[src/design/fgsd_pkg.sv]
// shared types and constants of the flight/ground state detector
// no dependencies; every other file of the block imports this package
`default_nettype none

package fgsd_pkg;

    localparam int FGSD_SPEED_BITS = 20;   // default width of the speed field
    localparam int CFG_SPEED_W     = 20;   // width of the speed threshold registers
    localparam int DOP_W           = 16;
    localparam int RATIO_W         = 8;
    localparam int TIME_W          = 32;
    localparam int CFG_ADDR_W      = 3;
    localparam int CFG_DATA_W      = 32;

    localparam logic [DOP_W-1:0]       DOP_UNITY_RST     = 16'd100;
    localparam logic [CFG_SPEED_W-1:0] FLIGHT_SPEED_RST  = 20'd10000;
    localparam logic [CFG_SPEED_W-1:0] GROUND_SPEED_RST  = 20'd2000;
    localparam logic [CFG_SPEED_W-1:0] LANDING_SPEED_RST = 20'd5000;
    localparam logic [CFG_SPEED_W-1:0] TAXI_SPEED_RST    = 20'd3000;
    localparam logic [RATIO_W-1:0]     JERK_RATIO_RST    = 8'd3;
    localparam logic [TIME_W-1:0]      LANDING_HOLD_RST  = 32'd10000;

    typedef enum logic [1:0] {
        FS_UNKNOWN  = 2'd0,
        FS_GROUND   = 2'd1,
        FS_AIRBORNE = 2'd2
    } flight_state_t;

    typedef enum logic [CFG_ADDR_W-1:0] {
        CFG_DOP_UNITY     = 3'd0,
        CFG_FLIGHT_SPEED  = 3'd1,
        CFG_GROUND_SPEED  = 3'd2,
        CFG_LANDING_SPEED = 3'd3,
        CFG_TAXI_SPEED    = 3'd4,
        CFG_JERK_RATIO    = 3'd5,
        CFG_LANDING_HOLD  = 3'd6
    } cfg_reg_t;

    typedef enum logic [2:0] {
        ST_IDLE,
        ST_MUL,
        ST_DSTART,
        ST_DWAIT,
        ST_COMMIT
    } ctrl_state_t;

    typedef struct packed {
        logic load;        // capture the sample beat
        logic mul;         // register the products
        logic div_start;   // launch the derating division
        logic commit;      // update state and load the result register
    } dp_cmd_t;

    typedef struct packed {
        logic need_div;
        logic div_busy;
        logic slot_free;
    } dp_status_t;

endpackage

`default_nettype wire

[src/design/fgsd_ctrl.sv]
// controller state machine sequencing capture, multiply, divide and commit
// depends on fgsd_pkg
`default_nettype none

module fgsd_ctrl
    import fgsd_pkg::*;
(
    input  wire logic       clk,
    input  wire logic       rst_n,
    input  wire logic       in_valid,
    output logic            in_ready,
    input  wire dp_status_t status,
    output dp_cmd_t         cmd
);

    ctrl_state_t state_reg, state_next;

    always_ff @(posedge clk or negedge rst_n)
    begin
        if (!rst_n)
            state_reg <= ST_IDLE;
        else
            state_reg <= state_next;
    end

    always_comb
    begin
        state_next = state_reg;
        unique case (state_reg)
            ST_IDLE:
                if (in_valid)
                    state_next = ST_MUL;
            ST_MUL:
                state_next = status.need_div ? ST_DSTART : ST_COMMIT;
            ST_DSTART:
                state_next = ST_DWAIT;
            ST_DWAIT:
                if (!status.div_busy)
                    state_next = ST_COMMIT;
            ST_COMMIT:
                if (status.slot_free)
                    state_next = ST_IDLE;
            default:
                state_next = ST_IDLE;
        endcase
    end

    always_comb
    begin
        in_ready      = state_reg == ST_IDLE;
        cmd.load      = (state_reg == ST_IDLE) && in_valid;
        cmd.mul       = state_reg == ST_MUL;
        cmd.div_start = state_reg == ST_DSTART;
        // hold the finished item until the result register can take it
        cmd.commit    = (state_reg == ST_COMMIT) && status.slot_free;
    end

endmodule

`default_nettype wire
[config.mk]
export PLATFORM = sky130hd
export DESIGN_NAME = fgsd_ctrl
export DESIGN_NICKNAME = d
export VERILOG_FILES = /design/src/design/fgsd_pkg.sv /design/src/design/fgsd_ctrl.sv
export SDC_FILE = /design/constraint.sdc
export NUM_CORES = 1
export LEC_CHECK = 0
export ABC_AREA = 1
export BUFFER_PORTS_ARGS = -buffer_cell sky130_fd_sc_hd__buf_4
export CELL_PAD_IN_SITES_DETAIL_PLACEMENT = 0
export CELL_PAD_IN_SITES_GLOBAL_PLACEMENT = 2
export CORE_AREA = 2 2 39 41
export CTS_BUF_LIST = sky130_fd_sc_hd__clkbuf_2 sky130_fd_sc_hd__clkbuf_4 sky130_fd_sc_hd__clkbuf_8
export CTS_CLUSTER_SIZE = 20
export DETAILED_ROUTE_END_ITERATION = 8
export DIE_AREA = 0 0 41 43
export HOLD_SLACK_MARGIN = 0.12
export PLACE_DENSITY_LB_ADDON = 0.1
export SKIP_CTS_REPAIR_TIMING = 1
export SYNTH_ARGS = -nofsm -noshare
export SYNTH_HDL_FRONTEND = slang
export SYNTH_SLANG_ARGS = --single-unit
[constraint.sdc]
create_clock -name clk -period 1.1 [get_ports clk]
set_input_delay 0.11 -clock clk [delete_from_list [all_inputs] [get_ports clk]]
set_output_delay 0.11 -clock clk [all_outputs]
set_load 0.01 [all_outputs]
**Word level (Yosys, flattened, before mapping)**

Index checks and enable logic that the tools add are counted.

- Eq/ne operators: 7
- Muxes and demuxes: 5
- Reduce and logical (&&, ||, !) cells: 4

Operator list:

| cell | count |
|---|---|
| 3-bit case mux with 5 select lines | 1 |
| 3-bit two-way mux | 4 |
| 3-bit by 2-bit == test with 1-bit output (second input constant) | 2 |
| 2-bit != test (second input constant) | 3 |
| 3-bit by 1-bit == test with 1-bit output (second input constant) | 1 |
| 3-bit == test (second input constant) | 1 |
| 3-bit logical NOT | 1 |
| 3-bit AND reduction | 1 |
| 1-bit logical AND | 2 |

- Bits in registers: 3
- Word-level logic and storage cells: 17

**Logic depth before layout (Yosys ltp)**

Gate-level depths: netlist (run 1).

- Depth after elaboration: 3
- Gate-level depth with buffers: 4

**Worst setup path after synthesis (run 1)**

OpenSTA, ideal clock, no wires.

- Path type: register to output
- Start: register state_reg[1]
- End: output cmd[0] (netlist name)
- Cell stages (with the launch flop): 2
- Arrival: 0.911 ns
- Slack: 0.079 ns
- Path buffers: 0
- Required time: 0.990 ns
- Cell sequence: dfrtp_1 > nor4_1

RTL lines:

| item | line | source |
|---|---|---|
| start, declared | fgsd_ctrl.sv:16 | `ctrl_state_t state_reg, state_next;` |
| start signal, assigned | fgsd_ctrl.sv:23 | `state_reg <= state_next;` |
| end, declared | fgsd_ctrl.sv:13 | `output dp_cmd_t cmd` |

==> impl_results.md, run 1 <==
- Share of the synthesized area in the top cell type: 0.366
- Power Total: approximately 1200 uW
- Yosys warns: 0
- Outcome: finished with violations
- Vias in the first global route: ~260
- Internal power: between 600 and 700 uW
- R2R setup slack: 0.06 ns
- Layout cell share with drive strength beyond 1: 0.689
- Most frequent cells in the layout: buf_4 (12), inv_1 (4), clkbuf_4 (4)
- Number of cell rows: 14
- Largest net degree at the start of global routing: 5
- Setup CP Type: flop to output port
- Critical R2R Capture: state_reg[0]
- Period Utilization, post-route: 1.12
- # IOs: 11
- Worst Hold Class: input pin to flop
- Clk_skew: roughly 0.0029 ns
- Met1 Usage GRT: 0.125
- Yosys reg bits: 3
- Die Width: between 40 and 50 um
- Most common cell after layout, fill and taps aside: buf_4
- First-pass GRT wire length: about 1.1 mm
- Startpoint type of the worst setup path: flop
- Failing checks: setup timing
- Vias per cell: a little under 4
- Crit. End Element: output port
- Largest fanout on the critical path: 4
- CTS clk-pin slew, worst paths: roughly 0.04 ns
- Mean Syn Cell Area: between 7 and 8 sq um
- Antenna Nets Post-Route: 0
- Synthesized area: slightly above 200 sq um
- Die Y: approximately 43 um
- Final setup violation count: 5
- Initial Util: 0.148
- Max cap viols: 0
- Period minus WS final: 1.24 ns
- Port bufs: 10
- Drt first pass iters: 1
- Switch Pwr: slightly below 500 uW
- Hold Violations, Final: 0
- LEAKAGE: between 0.0002 and 0.00025 uW
- Combinational share of power: 0.576
- Fillers: approximately 160
- Routability cong.: approximately 0.64
- Number of flip-flops in the largest register: 3
- Num CTS Buffers: 3
- Final wirelength: 661 um
- Syn nets: 32
- VDD IR max: approximately 0.61 mV
- Reg area: 78.8 sq um
- Nets: 52
- Initial antenna violation count: 0
- Worst R2R Path Depth: 5
- Total die area: 1760 sq um
- PD cells: about 3000 nW/um^2
- Synth unique cells: 15
- CTS max path bufs: 2
- Core Box Area: between 1000 and 1500 sq um
- Clock power frac: 0.185
- CTS tree: built
- Post-synth top area cell: dfrtp_1
- Reg-to-reg startpoint: state_reg[1]
- Met3 Use GR: 0.0314
- Drc violations: 0
- FMAX: approximately 810 MHz
- Total grt overflow: 0
- Worst-Skew Late Latency: 0.23 ns
- Syn-to-layout area delta: 96.3%
- Critical path capture point: cmd[3]
- Synth Instances: 26
- H-tree depth: 1
- Slew @ Worst Pin: between 0.15 and 0.2 ns
- Crit path from: state_reg[2]
- Final setup margin: -0.136 ns
- GR met2 Demand/Resource: 0.116
- GRT busiest layer: met1
- RSZ-0062 raised after global routing: yes
- GRT Util Overall: 0.0944
- Drt wl/cell: approximately 11 um
- Clock tree sinks: 3
- Multi-input logic area: between 100 and 150 sq um
- DPL Wire Length: roughly 500 um
- Min Hold Slack: 0.103 ns
- Sw Share: 0.420
- Crit path required time: 0.99 ns
- Slew margin rel.: 0.870
- Root buffer cell: clkbuf_4
- Critical path arrival: approximately 1.1 ns
- Leading post-synthesis cells by cell area: dfrtp_1 (37%), inv_1 (7.3%), nand4_1 (6.1%), nand4_2 (6.1%), nor2_2 (6.1%)
- Iter 0 DRT Violations: 0
- Routed via count: 242
- N_diodes: 0
- Max-slew violations: 0
- Register area share after synthesis: 0.366
- Seq pwr share: 0.239
critical path: stages, from the launching register on:
cell     delay (ns)
dfrtp_2        0.44
nor2_4         0.14
inv_2          0.07
nor3_2         0.11
buf_4          0.14
power by group through the flow:
stage / clock network, uW / registers (uW) / logic (uW)
6_report: 217 / 281 / 677
5_1_grt: 238 / 290 / 742
4_1_cts: 223 / 248 / 612
3_5_place_dp: 0 / 249 / 609
3_3_place_gp: 0 / 256 / 609
2_1_floorplan: 0 / 240 / 300
stage by stage:
step	std cells	instance area [sq um]	util	TNS, ns	setup slack, ns
after floorplan	26	205	-	0	0.0795
after global placement	56	330	0.239	0	0.0432
after detailed placement	56	330	0.239	0	0.0623
after CTS	60	360	0.260	-0.702	-0.202
after global routing	61	403	0.291	-0.824	-0.206
final	61	403	0.291	-0.513	-0.136
how the worst min path moves through the flow:
stage | startpoint | to | slack, ns | cells after the start
2_1_floorplan | rst_n | state_reg[0] | -0.19 | 0
6_report | status[2] | state_reg[1] | 0.10 | 3
3_5_place_dp | rst_n | state_reg[2] | -0.1 | 1
3_3_place_gp | rst_n | state_reg[2] | -0.10 | 1
5_1_grt | status[2] | state_reg[1] | 0.13 | 3
4_1_cts | rst_n | state_reg[2] | -0.35 | 1
synthesized netlist by cell type, drive strengths merged:
master / n
inv: 7
dfrtp: 3
nand2: 3
nand4: 3
nor2: 3
nor3: 2
nand3: 1
nand3b: 1
nor4: 1
o211ai: 1
o21ai: 1
metal layers:
| layer | wire length, um | part of all wire | vias up |
|---|---|---|---|
| met2 | 331 | 0.50 | 8 |
| met4 | 0 | 0 | 0 |
| met1 | 286 | 0.43 | 111 |
| met5 | 0 | 0 | - |
| li1 | - | - | 123 |
| met3 | 43 | 0.065 | 0 |
cell families (layout without fill, tap and decap cells):
logic type | count (synthesis) | count (layout) | share of synthesized area
simple gates | 14 | 14 | 0.445
compound gates | 2 | 2 | 0.0610
flops | 3 | 3 | 0.366
buf+inv | 7 | 26 | 0.128
layout make-up:
class / count / area share
multi-input combinational: 16 / 0.311
clock buffer: 4 / 0.0745
tap: 16 / 0.0497
timing repair buffer: 15 / 0.304
sequential: 3 / 0.196
inverter: 7 / 0.0652
Note: power is estimated with default switching activity, not from simulation.
==> run 2: changes to the inputs <==
- SKIP_CTS_REPAIR_TIMING: 1 -> not set
==> run 2 against run 1 <==
  * The flow still finishes with violations (setup timing)
  * Final area is 3.4% higher
  * Combinational power increased by 2%
  * Critical path depth did not move
  * Critical endpoint unchanged
  * Largest cell class is now buffers
  * Highest routed layer unchanged
==> impl_results.md, run 2 (same netlist as run 1, synthesis figures left out) <==
- Outcome: finished with violations
- Failing checks: setup timing
- R2R setup slack: around 0.06 ns
- Period minus WS final: between 1 and 1.5 ns
- Clk_skew: 0.00389 ns
- FMAX: 816 MHz
- Largest fanout on the critical path: 4
- First-pass GRT wire length: ~1.1 mm
- Core Box Area: between 1000 and 1500 sq um
- Slew @ Worst Pin: ~0.2 ns
- Crit path cell chain: nor2_4, inv_2, nor3_2, buf_4
- Setup CP Type: flop to output port
- Hold Violations, Final: 0
- DP Area: 330 sq um
- LEAKAGE: approximately 0.00021 uW
- Post-Route Setup TNS: -0.492 ns
- Max incr delay on CP: between 0.4 and 0.5 ns
- GRT Util Overall: 0.0985
- Root buffer cell: clkbuf_4
- VDD IR max: 0.603 mV
- CP delay by family, top: flip-flops
- Vias in the first global route: approximately 270
- Largest net degree at the start of global routing: 5
- Iter 0 DRT Violations: 5
- H-tree depth: 1
- Routed via count: approximately 250
- Drt wl/cell: around 10 um
- Syn-to-layout area delta: 103%
- N_diodes: 0
- Startpoint type of the worst setup path: flop
- Initial antenna violation count: 0
- Drt first pass iters: 2
- Total die area: ~1800 sq um
- Number of cell rows: 14
- Worst Hold Class: input pin to flop
- Worst-Skew Late Latency: between 0.2 and 0.25 ns
- RSZ-0062 raised after global routing: yes
- PD cells: 2850 nW/um^2
- Period Utilization, post-route: 1.11
- Die Y: 43 um
- CP max stage cell: dfrtp_2
- Drc violations: 0
- Most common cell after layout, fill and taps aside: buf_4
- Initial Util: 0.148
- Final setup violation count: 5
- Pre-CTS setup slack: slightly above 0.06 ns
- Min Hold Slack: 0.196 ns
- Layout cell share with drive strength beyond 1: 0.696
- Number of flip-flops in the largest register: 3
- CTS clk-pin slew, worst paths: 0.04 ns
- DPL Wire Length: approximately 490 um
- Crit path required time: ~0.99 ns
- Buf/Inv on CP: 2
- Total grt overflow: 0
- CTS max path bufs: 2
- Num CTS Buffers: 3
- Clock tree sinks: 3
- Max cap viols: 0
- Max-slew violations: 0
- Most frequent cells in the layout: buf_4 (11), inv_2 (4), clkbuf_4 (4)
- Power Total: approximately 1200 uW
- Critical path arrival: 1.12 ns
- # IOs: 11
- Antenna Nets Post-Route: 0
- Routability cong.: 0.642
- Crit. End Element: output port
- Slew margin rel.: 0.865
- Die Width: 41 um
- Final wirelength: 650 um
- Final setup margin: -0.126 ns
- CTS tree: built
- Vias per cell: 4.05
- Port bufs: 10
- Nets: 53
- Fin area: 417 sq um
[run 2: cell types whose count changed in the layout (fill, tap and decap cells not counted)]
cell	delta
dlygate4sd3_1	+1
buf_6	+1
buf_4	-1
inv_1	-1
inv_2	+1
[run 2: worst register-to-register path, delay by kind of cell, from the launching register on]
| kind | cells | cell delay, ns |
|---|---|---|
| buffers and inverters | 2 | 0.22 |
| flip-flops | 1 | 0.44 |
| AND/OR/NAND/NOR | 3 | 0.26 |
[run 2: worst paths after layout]
kind / depth (start not counted) / to / from
worst max-delay path: 4 / cmd[3] / state_reg[2]
worst min-delay path: 3 / state_reg[0] / status[1]
worst max register to register: 5 / state_reg[0] / state_reg[1]
worst min register to register: 3 / state_reg[1] / state_reg[1]
max in group asynchronous: 2 / state_reg[0] / rst_n
min in group asynchronous: 2 / state_reg[1] / rst_n
[run 2: final cells by class]
type	instances	area (sq um)
Sequential cell	3	78.8
Inverter	7	26.3
Tap cell	16	20.0
Multi-Input combinational cell	16	125
Clock buffer	4	30.0
Fill cell	161	967
Timing Repair Buffer	16	136
[run 2: timing repair]
action,CTS,global route
hold buffers,2,0
gates resized for setup,10,1
endpoints found under the setup margin,5,7
pin swaps,2,4
hold endpoints to repair,4,0
setup buffers,1,0
[run 2: through the flow]
| stage | utilization | std cells |
|---|---|---|
| 3_5_place_dp | 0.239 | 56 |
| 4_1_cts | 0.304 | 63 |
| 5_1_grt | 0.301 | 62 |
| 6_report | 0.301 | 62 |
| 3_3_place_gp | 0.239 | 56 |
| 2_1_floorplan | - | 26 |
[run 2: power by group]
| part | internal, uW | total [uW] | switching, uW |
|---|---|---|---|
| clock network | 160 | 216 | 55.3 |
| logic | 359 | 689 | 330 |
| registers | 176 | 283 | 107 |
| total | 695 | 1190 | 492 |
[run 2: layer usage]
metal  part of all wire  global-route usage
met5                  0                   0
met4                  0              0.0800
met3              0.071              0.0419
met2               0.52               0.131
met1               0.41               0.116
