**config.mk**
```make
export PLATFORM = sky130hd
export DESIGN_NAME = fgsd_dp
export DESIGN_NICKNAME = d
export VERILOG_FILES = /design/src/design/fgsd_pkg.sv /design/src/design/fgsd_div.sv /design/src/design/fgsd_dp.sv
export SDC_FILE = /design/constraint.sdc
export NUM_CORES = 2
export LEC_CHECK = 0
export BUFFER_PORTS_ARGS = -buffer_cell sky130_fd_sc_hd__buf_2
export CAP_MARGIN = 20
export CORE_MARGIN = 2
export CORE_UTILIZATION = 45
export CTS_CLUSTER_SIZE = 10
export DETAILED_ROUTE_END_ITERATION = 10
export GPL_TIMING_DRIVEN = 0
export PLACE_DENSITY = 0.65
export SLEW_MARGIN = 20
export SYNTH_ARGS = -nofsm -noshare
export SYNTH_HDL_FRONTEND = slang
export SYNTH_HIERARCHICAL = 1
export SYNTH_SLANG_ARGS = --single-unit
```
**constraint.sdc**
```tcl
create_clock -name clk -period 7.9 [get_ports clk]
set_input_delay 1.58 -clock clk [delete_from_list [all_inputs] [get_ports clk]]
set_output_delay 1.58 -clock clk [all_outputs]
set_load 0.1 [all_outputs]
```
**src/design/fgsd_pkg.sv**
```systemverilog
// shared types and constants of the flight/ground state detector
// no dependencies; every other file of the block imports this package
`default_nettype none

package fgsd_pkg;

    localparam int FGSD_SPEED_BITS = 20;   // default width of the speed field
    localparam int CFG_SPEED_W     = 20;   // width of the speed threshold registers
    localparam int DOP_W           = 16;
    localparam int RATIO_W         = 8;
    localparam int TIME_W          = 32;
    localparam int CFG_ADDR_W      = 3;
    localparam int CFG_DATA_W      = 32;

    localparam logic [DOP_W-1:0]       DOP_UNITY_RST     = 16'd100;
    localparam logic [CFG_SPEED_W-1:0] FLIGHT_SPEED_RST  = 20'd10000;
    localparam logic [CFG_SPEED_W-1:0] GROUND_SPEED_RST  = 20'd2000;
    localparam logic [CFG_SPEED_W-1:0] LANDING_SPEED_RST = 20'd5000;
    localparam logic [CFG_SPEED_W-1:0] TAXI_SPEED_RST    = 20'd3000;
    localparam logic [RATIO_W-1:0]     JERK_RATIO_RST    = 8'd3;
    localparam logic [TIME_W-1:0]      LANDING_HOLD_RST  = 32'd10000;

    typedef enum logic [1:0] {
        FS_UNKNOWN  = 2'd0,
        FS_GROUND   = 2'd1,
        FS_AIRBORNE = 2'd2
    } flight_state_t;

    typedef enum logic [CFG_ADDR_W-1:0] {
        CFG_DOP_UNITY     = 3'd0,
        CFG_FLIGHT_SPEED  = 3'd1,
        CFG_GROUND_SPEED  = 3'd2,
        CFG_LANDING_SPEED = 3'd3,
        CFG_TAXI_SPEED    = 3'd4,
        CFG_JERK_RATIO    = 3'd5,
        CFG_LANDING_HOLD  = 3'd6
    } cfg_reg_t;

    typedef enum logic [2:0] {
        ST_IDLE,
        ST_MUL,
        ST_DSTART,
        ST_DWAIT,
        ST_COMMIT
    } ctrl_state_t;

    typedef struct packed {
        logic load;        // capture the sample beat
        logic mul;         // register the products
        logic div_start;   // launch the derating division
        logic commit;      // update state and load the result register
    } dp_cmd_t;

    typedef struct packed {
        logic need_div;
        logic div_busy;
        logic slot_free;
    } dp_status_t;

endpackage

`default_nettype wire

```
**src/design/fgsd_div.sv**
```systemverilog
// iterative restoring divider for the rounded hdop derating, one quotient bit per cycle
// depends on fgsd_pkg
`default_nettype none

module fgsd_div
    import fgsd_pkg::*;
#(
    parameter int SPEED_BITS = FGSD_SPEED_BITS
) (
    input  wire logic                            clk,
    input  wire logic                            rst_n,
    input  wire logic                            start,
    input  wire logic [SPEED_BITS+DOP_W:0]       num,
    input  wire logic [DOP_W-1:0]                den,
    output logic                                 busy,
    output logic [SPEED_BITS:0]                  quot
);

    localparam int Q_W   = SPEED_BITS + 1;
    localparam int NUM_W = SPEED_BITS + DOP_W + 1;
    localparam int CNT_W = $clog2(Q_W + 1);

    logic [DOP_W-1:0] rem_reg, rem_next;
    logic [Q_W-1:0]   quo_reg, quo_next;
    logic [CNT_W-1:0] cnt_reg, cnt_next;
    logic [DOP_W:0]   trial;
    logic [DOP_W:0]   diff;
    logic             ge;

    // quotient is known to fit Q_W bits, so the upper numerator bits start below den
    always_comb
    begin
        trial = {rem_reg, quo_reg[Q_W-1]};
        ge    = trial >= {1'b0, den};
        diff  = trial - {1'b0, den};
        if (start)
        begin
            rem_next = num[NUM_W-1:Q_W];
            quo_next = num[Q_W-1:0];
            cnt_next = CNT_W'(Q_W);
        end
        else if (cnt_reg != '0)
        begin
            rem_next = ge ? diff[DOP_W-1:0] : trial[DOP_W-1:0];
            quo_next = {quo_reg[Q_W-2:0], ge};
            cnt_next = cnt_reg - 1'b1;
        end
        else
        begin
            rem_next = rem_reg;
            quo_next = quo_reg;
            cnt_next = cnt_reg;
        end
    end

    always_ff @(posedge clk or negedge rst_n)
    begin
        if (!rst_n)
            cnt_reg <= '0;
        else
            cnt_reg <= cnt_next;
    end

    always_ff @(posedge clk)
    begin
        rem_reg <= rem_next;
        quo_reg <= quo_next;
    end

    assign busy = cnt_reg != '0;
    assign quot = quo_reg;

endmodule

`default_nettype wire

```
**src/design/fgsd_dp.sv**
```systemverilog
// datapath: config registers, sample capture, products, divider, detector state, result register
// depends on fgsd_pkg and fgsd_div
`default_nettype none

module fgsd_dp
    import fgsd_pkg::*;
#(
    parameter int SPEED_BITS = FGSD_SPEED_BITS
) (
    input  wire logic                  clk,
    input  wire logic                  rst_n,
    input  wire dp_cmd_t               cmd,
    output dp_status_t                 status,
    input  wire logic                  cfg_we,
    input  wire logic [CFG_ADDR_W-1:0] cfg_addr,
    input  wire logic [CFG_DATA_W-1:0] cfg_data,
    input  wire logic                  gnss_fix,
    input  wire logic [SPEED_BITS-1:0] speed,
    input  wire logic [DOP_W-1:0]      hdop,
    input  wire logic [TIME_W-1:0]     now_ms,
    output logic                       out_valid,
    input  wire logic                  out_ready,
    output logic [1:0]                 flight_state,
    output logic                       rolling
);

    localparam int Q_W   = SPEED_BITS + 1;
    localparam int NUM_W = SPEED_BITS + DOP_W + 1;
    localparam int PRD_W = SPEED_BITS + DOP_W;
    localparam int JMP_W = SPEED_BITS + RATIO_W;
    localparam int CMP_W = (SPEED_BITS > CFG_SPEED_W) ? SPEED_BITS : CFG_SPEED_W;
    localparam int EFF_W = (Q_W > CFG_SPEED_W) ? Q_W : CFG_SPEED_W;

    // configuration
    logic [DOP_W-1:0]       dop_unity_reg;
    logic [CFG_SPEED_W-1:0] flight_speed_reg;
    logic [CFG_SPEED_W-1:0] ground_speed_reg;
    logic [CFG_SPEED_W-1:0] landing_speed_reg;
    logic [CFG_SPEED_W-1:0] taxi_speed_reg;
    logic [RATIO_W-1:0]     jerk_ratio_reg;
    logic [TIME_W-1:0]      landing_hold_reg;

    // captured sample and products
    logic                  fix_reg;
    logic [SPEED_BITS-1:0] spd_reg;
    logic [DOP_W-1:0]      hdop_reg;
    logic [TIME_W-1:0]     now_reg;
    logic [PRD_W-1:0]      prod_reg;
    logic [JMP_W-1:0]      jmp_after_reg;
    logic [JMP_W-1:0]      jmp_before_reg;

    // detector state
    flight_state_t         cur_state_reg, cur_state_next;
    logic                  armed_reg, armed_next;
    logic [SPEED_BITS-1:0] prev_speed_reg, prev_speed_next;
    logic                  slow_active_reg, slow_active_next;
    logic [TIME_W-1:0]     slow_start_reg, slow_start_next;
    logic                  rolling_flag_reg, rolling_flag_next;

    // result register
    logic                  out_valid_reg, out_valid_next;
    flight_state_t         out_state_reg, out_state_next;
    logic                  out_rolling_reg;

    logic                  derate;
    logic [NUM_W-1:0]      div_num;
    logic [Q_W-1:0]        quot;
    logic                  div_busy;
    logic [Q_W-1:0]        eff;
    logic                  evidence;
    logic                  jump;
    logic [CMP_W-1:0]      spd_cmp;
    logic                  slow_clear;
    logic [TIME_W-1:0]     elapsed;
    logic                  held;

    always_ff @(posedge clk or negedge rst_n)
    begin
        if (!rst_n)
        begin
            dop_unity_reg     <= DOP_UNITY_RST;
            flight_speed_reg  <= FLIGHT_SPEED_RST;
            ground_speed_reg  <= GROUND_SPEED_RST;
            landing_speed_reg <= LANDING_SPEED_RST;
            taxi_speed_reg    <= TAXI_SPEED_RST;
            jerk_ratio_reg    <= JERK_RATIO_RST;
            landing_hold_reg  <= LANDING_HOLD_RST;
        end
        else if (cfg_we)
        begin
            unique case (cfg_addr)
                CFG_DOP_UNITY:     dop_unity_reg     <= cfg_data[DOP_W-1:0];
                CFG_FLIGHT_SPEED:  flight_speed_reg  <= cfg_data[CFG_SPEED_W-1:0];
                CFG_GROUND_SPEED:  ground_speed_reg  <= cfg_data[CFG_SPEED_W-1:0];
                CFG_LANDING_SPEED: landing_speed_reg <= cfg_data[CFG_SPEED_W-1:0];
                CFG_TAXI_SPEED:    taxi_speed_reg    <= cfg_data[CFG_SPEED_W-1:0];
                CFG_JERK_RATIO:    jerk_ratio_reg    <= cfg_data[RATIO_W-1:0];
                CFG_LANDING_HOLD:  landing_hold_reg  <= cfg_data[TIME_W-1:0];
                default:           ;
            endcase
        end
    end

    always_ff @(posedge clk)
    begin
        if (cmd.load)
        begin
            fix_reg  <= gnss_fix;
            spd_reg  <= speed;
            hdop_reg <= hdop;
            now_reg  <= now_ms;
        end
        if (cmd.mul)
        begin
            prod_reg       <= PRD_W'(spd_reg) * PRD_W'(dop_unity_reg);
            jmp_after_reg  <= JMP_W'(spd_reg) * JMP_W'(jerk_ratio_reg);
            jmp_before_reg <= JMP_W'(prev_speed_reg) * JMP_W'(jerk_ratio_reg);
        end
    end

    // rounded division: (speed * unity + hdop / 2) / hdop
    assign derate  = hdop_reg > dop_unity_reg;
    assign div_num = NUM_W'(prod_reg) + NUM_W'(hdop_reg >> 1);

    fgsd_div #(
        .SPEED_BITS (SPEED_BITS)
    ) u_div (
        .clk   (clk),
        .rst_n (rst_n),
        .start (cmd.div_start),
        .num   (div_num),
        .den   (hdop_reg),
        .busy  (div_busy),
        .quot  (quot)
    );

    always_comb
    begin
        spd_cmp  = CMP_W'(spd_reg);
        eff      = derate ? quot : Q_W'(spd_reg);
        evidence = EFF_W'(eff) >= EFF_W'(flight_speed_reg);
        jump     = (JMP_W'(spd_reg) > jmp_before_reg) || (JMP_W'(prev_speed_reg) > jmp_after_reg);

        // slow taxi timer
        slow_clear       = !fix_reg || (spd_cmp >= CMP_W'(landing_speed_reg));
        slow_active_next = !slow_clear;
        slow_start_next  = (!slow_clear && !slow_active_reg) ? now_reg : slow_start_reg;
        elapsed          = now_reg - slow_start_next;
        held             = slow_active_next && (elapsed >= landing_hold_reg);

        rolling_flag_next = rolling_flag_reg;
        cur_state_next    = cur_state_reg;
        armed_next        = fix_reg;
        prev_speed_next   = fix_reg ? spd_reg : prev_speed_reg;

        if (fix_reg)
        begin
            if (spd_cmp >= CMP_W'(taxi_speed_reg))
                rolling_flag_next = 1'b1;
            else if (spd_cmp < CMP_W'(ground_speed_reg))
                rolling_flag_next = 1'b0;

            unique case (cur_state_reg)
                FS_UNKNOWN:
                    cur_state_next = evidence ? FS_AIRBORNE : FS_GROUND;
                FS_AIRBORNE:
                    if ((spd_cmp < CMP_W'(ground_speed_reg)) || held)
                        cur_state_next = FS_GROUND;
                FS_GROUND:
                    if (evidence && !(armed_reg && jump))
                        cur_state_next = FS_AIRBORNE;
                default:
                    cur_state_next = cur_state_reg;
            endcase
        end

        out_state_next = fix_reg ? cur_state_next : FS_UNKNOWN;

        if (cmd.commit)
            out_valid_next = 1'b1;
        else if (out_ready)
            out_valid_next = 1'b0;
        else
            out_valid_next = out_valid_reg;
    end

    always_ff @(posedge clk or negedge rst_n)
    begin
        if (!rst_n)
        begin
            cur_state_reg    <= FS_UNKNOWN;
            armed_reg        <= 1'b0;
            prev_speed_reg   <= '0;
            slow_active_reg  <= 1'b0;
            slow_start_reg   <= '0;
            rolling_flag_reg <= 1'b0;
            out_valid_reg    <= 1'b0;
        end
        else
        begin
            out_valid_reg <= out_valid_next;
            if (cmd.commit)
            begin
                cur_state_reg    <= cur_state_next;
                armed_reg        <= armed_next;
                prev_speed_reg   <= prev_speed_next;
                slow_active_reg  <= slow_active_next;
                slow_start_reg   <= slow_start_next;
                rolling_flag_reg <= rolling_flag_next;
            end
        end
    end

    always_ff @(posedge clk)
    begin
        if (cmd.commit)
        begin
            out_state_reg   <= out_state_next;
            out_rolling_reg <= rolling_flag_next;
        end
    end

    assign status.need_div  = fix_reg && (cur_state_reg != FS_AIRBORNE) && derate;
    assign status.div_busy  = div_busy;
    assign status.slot_free = !out_valid_reg || out_ready;

    assign out_valid    = out_valid_reg;
    assign flight_state = out_state_reg;
    assign rolling      = out_rolling_reg;

endmodule

`default_nettype wire

```
**Yosys cells after proc, flatten, opt, wreduce, memory -nomap -nowiden**

Index checks and enable logic that the tools add are counted.
Widths: inputs -> output; s select.

- $mul: 3
- Equality and inequality tests: 9
- Multiplexer cells: 19
- $add $sub $neg: 4
- Magnitude comparators: 9
- Reductions and logical operators: 28

Operators with widths:

| kind | number |
|---|---|
| $mux 21 | 3 |
| $gt 20x28->1 | 2 |
| $mul 20x8->28 | 2 |
| $mux 16 | 3 |
| $ge 20x20->1 | 2 |
| $add 36x15->37 | 1 |
| $mul 20x16->36 | 1 |
| $ge 32x32->1 | 1 |
| $mux 32 | 1 |
| $sub 32x32->32 | 1 |
| $ge 21x20->1 | 1 |
| $lt 20x20->1 | 1 |
| $ge 17x16->1 | 1 |
| $gt 16x16->1 | 1 |
| $reduce_and 2->1 | 8 |
| $sub 16x16->16 | 1 |
| $mux 5 | 2 |
| $eq 3x3->1 const B | 3 |
| $mux 2 | 4 |
| $eq 3x2->1 const B | 2 |
| $logic_and 1x1->1 | 6 |
| $pmux 2 s3 | 1 |
| $logic_not 1->1 | 5 |
| $mux 1 | 5 |
| 10 further kinds | 14 |

- Logic and storage cells: 98
- Input bits: 112
- Output and inout bits: 7
- Register bits after elaboration: 400

**Longest topological paths before layout**

- Depth in word-level cells: 12
- Gate-level depth with buffers: 35

**Hierarchy**

Netlist, hierarchy kept.

Modules (own cells, without submodules):

| module | area each (µm²) | instances | cells each | sequential area each (µm²) |
|---|---|---|---|---|
| fgsd_dp | 38912.3 | 1 | 3970 | 9820.7 |
| fgsd_div | 3046.7 | 1 | 296 | 1236.2 |

**Worst setup path after synthesis**

OpenSTA, ideal clock, no wires.

- Path type: flip-flop to flip-flop
- Start point: register spd_reg[0] (netlist: spd_cmp[0])
- End point: register out_state_reg[0] (netlist: flight_state[0]) (data pin)
- Setup time: 0.264 ns
- Arrival time: 6.875 ns
- Period minus slack after synthesis: 7.139 ns
- Slack: 0.761 ns
- Stages on the path, launching flop included: 34
- Path through: edfxtp_1 -> inv_1 -> clkbuf_1 -> ha_1 -> nand2b_4 -> a2111oi_2 -> nor4_1 -> a211o_1 -> nor2_1 -> clkbuf_1 -> mux2i_1 -> ha_1 -> nor2b_1 -> o31ai_1 -> a31oi_1 -> a31oi_1 -> nor4b_1 -> o41ai_2 -> nand2_1 -> nand3_1 -> a31oi_1 -> o21a_1 -> nor2_1 -> xnor2_1 -> ha_1 -> a21o_1 -> a21o_1 -> a21oi_1 -> nor2b_1 -> o21ai_0 -> a21oi_1 -> or2_2 -> a21oi_1 -> a21oi_1

- Longest elaborated chain between the ends: 12
- Elaborated cells on any way between the ends: 22
- Classes of those cells: add/sub (1); order compare (5); mux (7); reduce/logical (9)

RTL lines:

| element | line | RTL |
|---|---|---|
| start: declaration | fgsd_dp.sv:45 | `logic [SPEED_BITS-1:0] spd_reg;` |
| start signal: assignment | fgsd_dp.sv:109 | `spd_reg <= speed;` |
| $ge 20x20->1 | fgsd_dp.sv:145 | `slow_clear = !fix_reg \|\| (spd_cmp >= CMP_W'(landing_speed_reg));` |
| $logic_or 1x1->1 | fgsd_dp.sv:145 |  |
| $logic_not 1->1 | fgsd_dp.sv:146, fgsd_dp.sv:147 |  |
| $logic_and 1x1->1 | fgsd_dp.sv:147 | `slow_start_next = (!slow_clear && !slow_active_reg) ? now_reg : slow_start_reg;` |
| $mux 32 | fgsd_dp.sv:147 |  |
| $sub 32x32->32 | fgsd_dp.sv:148 | `elapsed = now_reg - slow_start_next;` |
| $ge 32x32->1 | fgsd_dp.sv:149 | `held = slow_active_next && (elapsed >= landing_hold_reg);` |
| $logic_and 1x1->1 | fgsd_dp.sv:149 |  |
| $logic_or 1x1->1 | fgsd_dp.sv:167 | `if ((spd_cmp < CMP_W'(ground_speed_reg)) \|\| held)` |
| $mux 2 | fgsd_dp.sv:167 |  |
| $pmux 2 s3 * | fgsd_dp.sv:163 | `unique case (cur_state_reg)` |
| $mux 2 * | fgsd_dp.sv:156 | `if (fix_reg)` |
| end signal: assignment | fgsd_dp.sv:218 | `out_state_reg <= out_state_next;` |
| end: declaration | fgsd_dp.sv:62 | `flight_state_t out_state_reg, out_state_next;` |

Mark *: on every way between the ends. The rest lies on a longest branch, timed or not.
A chain may end at the register's enable or synchronous reset.

**Worst setup path after layout**

- Start point: register spd_reg[12] (netlist: spd_cmp[12])
- End point: register prod_reg[34] (data pin)

- Longest elaborated chain between the ends: 1

RTL lines:

| element | line | RTL |
|---|---|---|
| $mul 20x16->36 | fgsd_dp.sv:115 | `prod_reg <= PRD_W'(spd_reg) * PRD_W'(dop_unity_reg);` |
| end signal: assignment | fgsd_dp.sv:115 |  |
| end: declaration | fgsd_dp.sv:48 | `logic [PRD_W-1:0] prod_reg;` |

Every way passes these cells.

==> out/metrics.yaml <==
yosysWarnings: 6
die_h_um: 309
largest_register_ffs: 36
outcome: "completed"
clk_pin_slew_worst_paths_ns: 0.06
period_minus_slack_ns: 7.63
drc_errors: 0
fin_skew_ns: 0.0550
grt_overflow_total: 0
drt_iter0_markers: 2166
endpoint_kind: "register"
nets: 5476
finalHoldViolCount: 0
period_share: 0.966
place.gp.congestion: 0.912
wirelength_um: 116000
synthToLayoutAreaGrowth_pct: 9.80
post_drt_wl_per_cell_um: 20.2
critical_path_class: "reg -> reg"
ys_seq_area_frac: 0.264
async_reset_ff_frac: 0.498
critPathMaxFanout: 11
cts_root_buffer: "clkbuf_16"
die_area_sq_um: 95700
drtPass1Iterations: 6
hold_path.class: "reg -> reg"
avgSynthCellArea_sq_um: 9.84
rows: 111
synth_cells: 4266
cp.arrival_ns: 7.95
hold_buffers: 0
grt_pass1_wl_um: 182000
cp_data_required_time_ns: 8.22
cts_tree: "yes"
antenna_found_initial: 7
core_area_sq_um: 92100
startpoint: "spd_cmp[12]$_DFFE_PP_"
post-place-ws_ns: -2.07
fin_ws_ns: 0.268
cap_violations: 0
syn_nets: 5282
rrSetupSlack_ns: 0.27
slew_headroom: 0.0412
rr_endpoint: "prod_reg[34]$_DFFE_PP_"
worstSetupStartpointType: "register"
reg2reg_from: "spd_cmp[12]$_DFFE_PP_"
synth_area_sq_um: 42000
hpwl_um: 86900
clock_latency_ns: 0.63
vias: 31300
numCtsBuffers: 50
synth-edff-count: 201
crit_end: "prod_reg[34]$_DFFE_PP_"
grt_use_total: 0.249
initial_core_util: 0.456
synthFlopType: "edfxtp_1"
drtAntennaViolNets: 0
port_buffers: 118
grt_pass1_vias: 31800
rr_worst_depth: 23
cts.sinks: 400
htreeDepth: 2
synth-seq-cells: 400
setup_viol: 0
fmax_mhz: 131
slew_violations: 0
clockBufferDepth: 3
tightest_slew_ns: 1.43
synth_cell_types: 90
grt_max_degree: 73
fp.dieW_um: 309
avgViaCountPerCell: 5.45
ios: 119
drive_gt1_frac: 0.104
## critical path: stages (launching register included)
cell and delay (ns):
edfxtp_1 0.52, buf_4 0.39, buf_4 0.37, clkbuf_1 0.55, nand2_1 0.17, fa_1 0.55
inv_1 0.05, fa_1 0.47, inv_1 0.05, fa_1 0.49, fa_1 0.51, fa_1 0.53
inv_1 0.05, fa_1 0.43, ha_1 0.37, o21a_1 0.15, o21a_1 0.10, o22ai_1 0.08
a211oi_1 0.58, and3_1 0.25, o22ai_1 0.13, o2111ai_1 0.25, a21oi_1 0.11, xnor2_1 0.15
## worst min path at each step
stage / startpoint / endpoint / slack (ns) / cells after the start
6_report: out_valid$_DFFE_PN0P_ / out_valid$_DFFE_PN0P_ / 0.50 / 2
3_3_place_gp: rolling_flag_reg$_DFFE_PN0P_ / rolling_flag_reg$_DFFE_PN0P_ / 0.49 / 1
5_1_grt: slow_start_reg[10]$_DFFE_PN0P_ / slow_start_reg[10]$_DFFE_PN0P_ / 0.52 / 1
3_5_place_dp: out_valid$_DFFE_PN0P_ / out_valid$_DFFE_PN0P_ / 0.49 / 2
2_1_floorplan: rolling_flag_reg$_DFFE_PN0P_ / rolling_flag_reg$_DFFE_PN0P_ / 0.47 / 1
4_1_cts: out_valid$_DFFE_PN0P_ / out_valid$_DFFE_PN0P_ / 0.50 / 2
## area by class of cell
| type | instances | area [sq um] |
|---|---|---|
| Inverter | 699 | 2630 |
| Multi-Input combinational cell | 3001 | 27700 |
| Sequential cell | 400 | 11100 |
| Buffer | 152 | 651 |
| Tap cell | 1243 | 1560 |
| Clock buffer | 84 | 1470 |
| Antenna cell | 3 | 7.51 |
| Fill cell | 8469 | 46000 |
| Timing Repair Buffer | 156 | 987 |
| Clock inverter | 7 | 53.8 |
## cell families (layout without fill, tap and decap cells)
kind of cell	after synthesis	in the layout	share of synthesized area
muxes	186	186	0.0490
AOI/OAI and AO/OA	597	597	0.0929
and+or+nand+nor	1173	1173	0.133
DFF	400	400	0.264
adders and majority gates	904	904	0.353
other	0	3	0
xor gates and xnor gates	141	141	0.0294
buffers and inverters	865	1098	0.0786
## repair_timing
action | 4_1_cts | 5_1_grt
endpoints found under the setup margin | 7 | 8
cloned | 0 | 0
pin swaps | 1 | 3
resized for setup | 10 | 29
buffers inserted | 31 | 2
## stage by stage
| stage | setup TNS, ns | hold slack (ns) | cell area [sq um] | cells | utilization |
|---|---|---|---|---|---|
| after floorplan | 0 | 0.466 | 42000 | 4266 | - |
| after global placement | -7.55 | 0.486 | 44100 | 5627 | 0.479 |
| after detailed placement | -8.22 | 0.489 | 44300 | 5632 | 0.481 |
| after CTS | 0 | 0.504 | 46100 | 5753 | 0.500 |
| after global routing | -0.00144 | 0.518 | 46100 | 5742 | 0.500 |
| final | 0 | 0.501 | 46100 | 5745 | 0.500 |
## synth_stat cells (21+ instances only)
cell	instances	area [sq um]
nand2_1	559	2100
xnor2_1	103	902
dfrtp_1	166	4150
nor2b_1	32	200
ha_1	435	5440
and2_1	235	1470
nor2_1	139	522
o21a_1	42	315
a31oi_1	21	131
mux2_2	155	1750
nand3_1	38	190
dfstp_2	33	867
nor3_1	29	145
nand4_1	36	225
mux2i_1	31	310
edfxtp_1	201	6040
a21oi_1	142	711
inv_1	699	2620
buf_1	23	86.3
o21ai_0	159	796
nand2b_1	34	213
fa_1	469	9390
a21o_1	84	631
xor2_1	38	333
clkbuf_1	137	514
## metal layers
layer  vias to the layer above  global-route usage  share of wire
met5                         -                   0        0.00011
met4                         2               0.107          0.049
met3                       262              0.0386          0.069
met2                      1008               0.416           0.47
met1                     15700               0.320           0.41
li1                      14300                   -              -
## layout by cell type (no fill, tap or decap), types with 10 or more instances in the layout
master     synthesis  layout
a211oi_1          15      15
a21o_1            84      84
a21oi_1          142     141
a31oi_1           21      20
and2_1           235     235
and3_1            15      15
buf_1             23      21
buf_2              1     116
buf_4              2      36
clkbuf_1         137     139
clkbuf_16          0      52
clkbuf_2           0      11
dfrtp_1          166     166
dfstp_2           33      33
edfxtp_1         201     201
fa_1             469     469
ha_1             435     435
inv_1            699     698
mux2_2           155     155
mux2i_1           31      30
nand2_1          559     558
nand2b_1          34      34
nand3_1           38      38
nand4_1           36      36
nor2_1           139     138
nor2b_1           32      32
nor3_1            29      29
nor4_1            11      10
o211ai_1          13      13
o21a_1            42      42
o21ai_0          159     159
o21bai_1          14      14
or3_1             12      12
xnor2_1          103     103
xor2_1            38      38
Power is left out: the tool's default activity adds up to more than one toggle a clock period on the data nets, which glitch-free logic cannot reach.
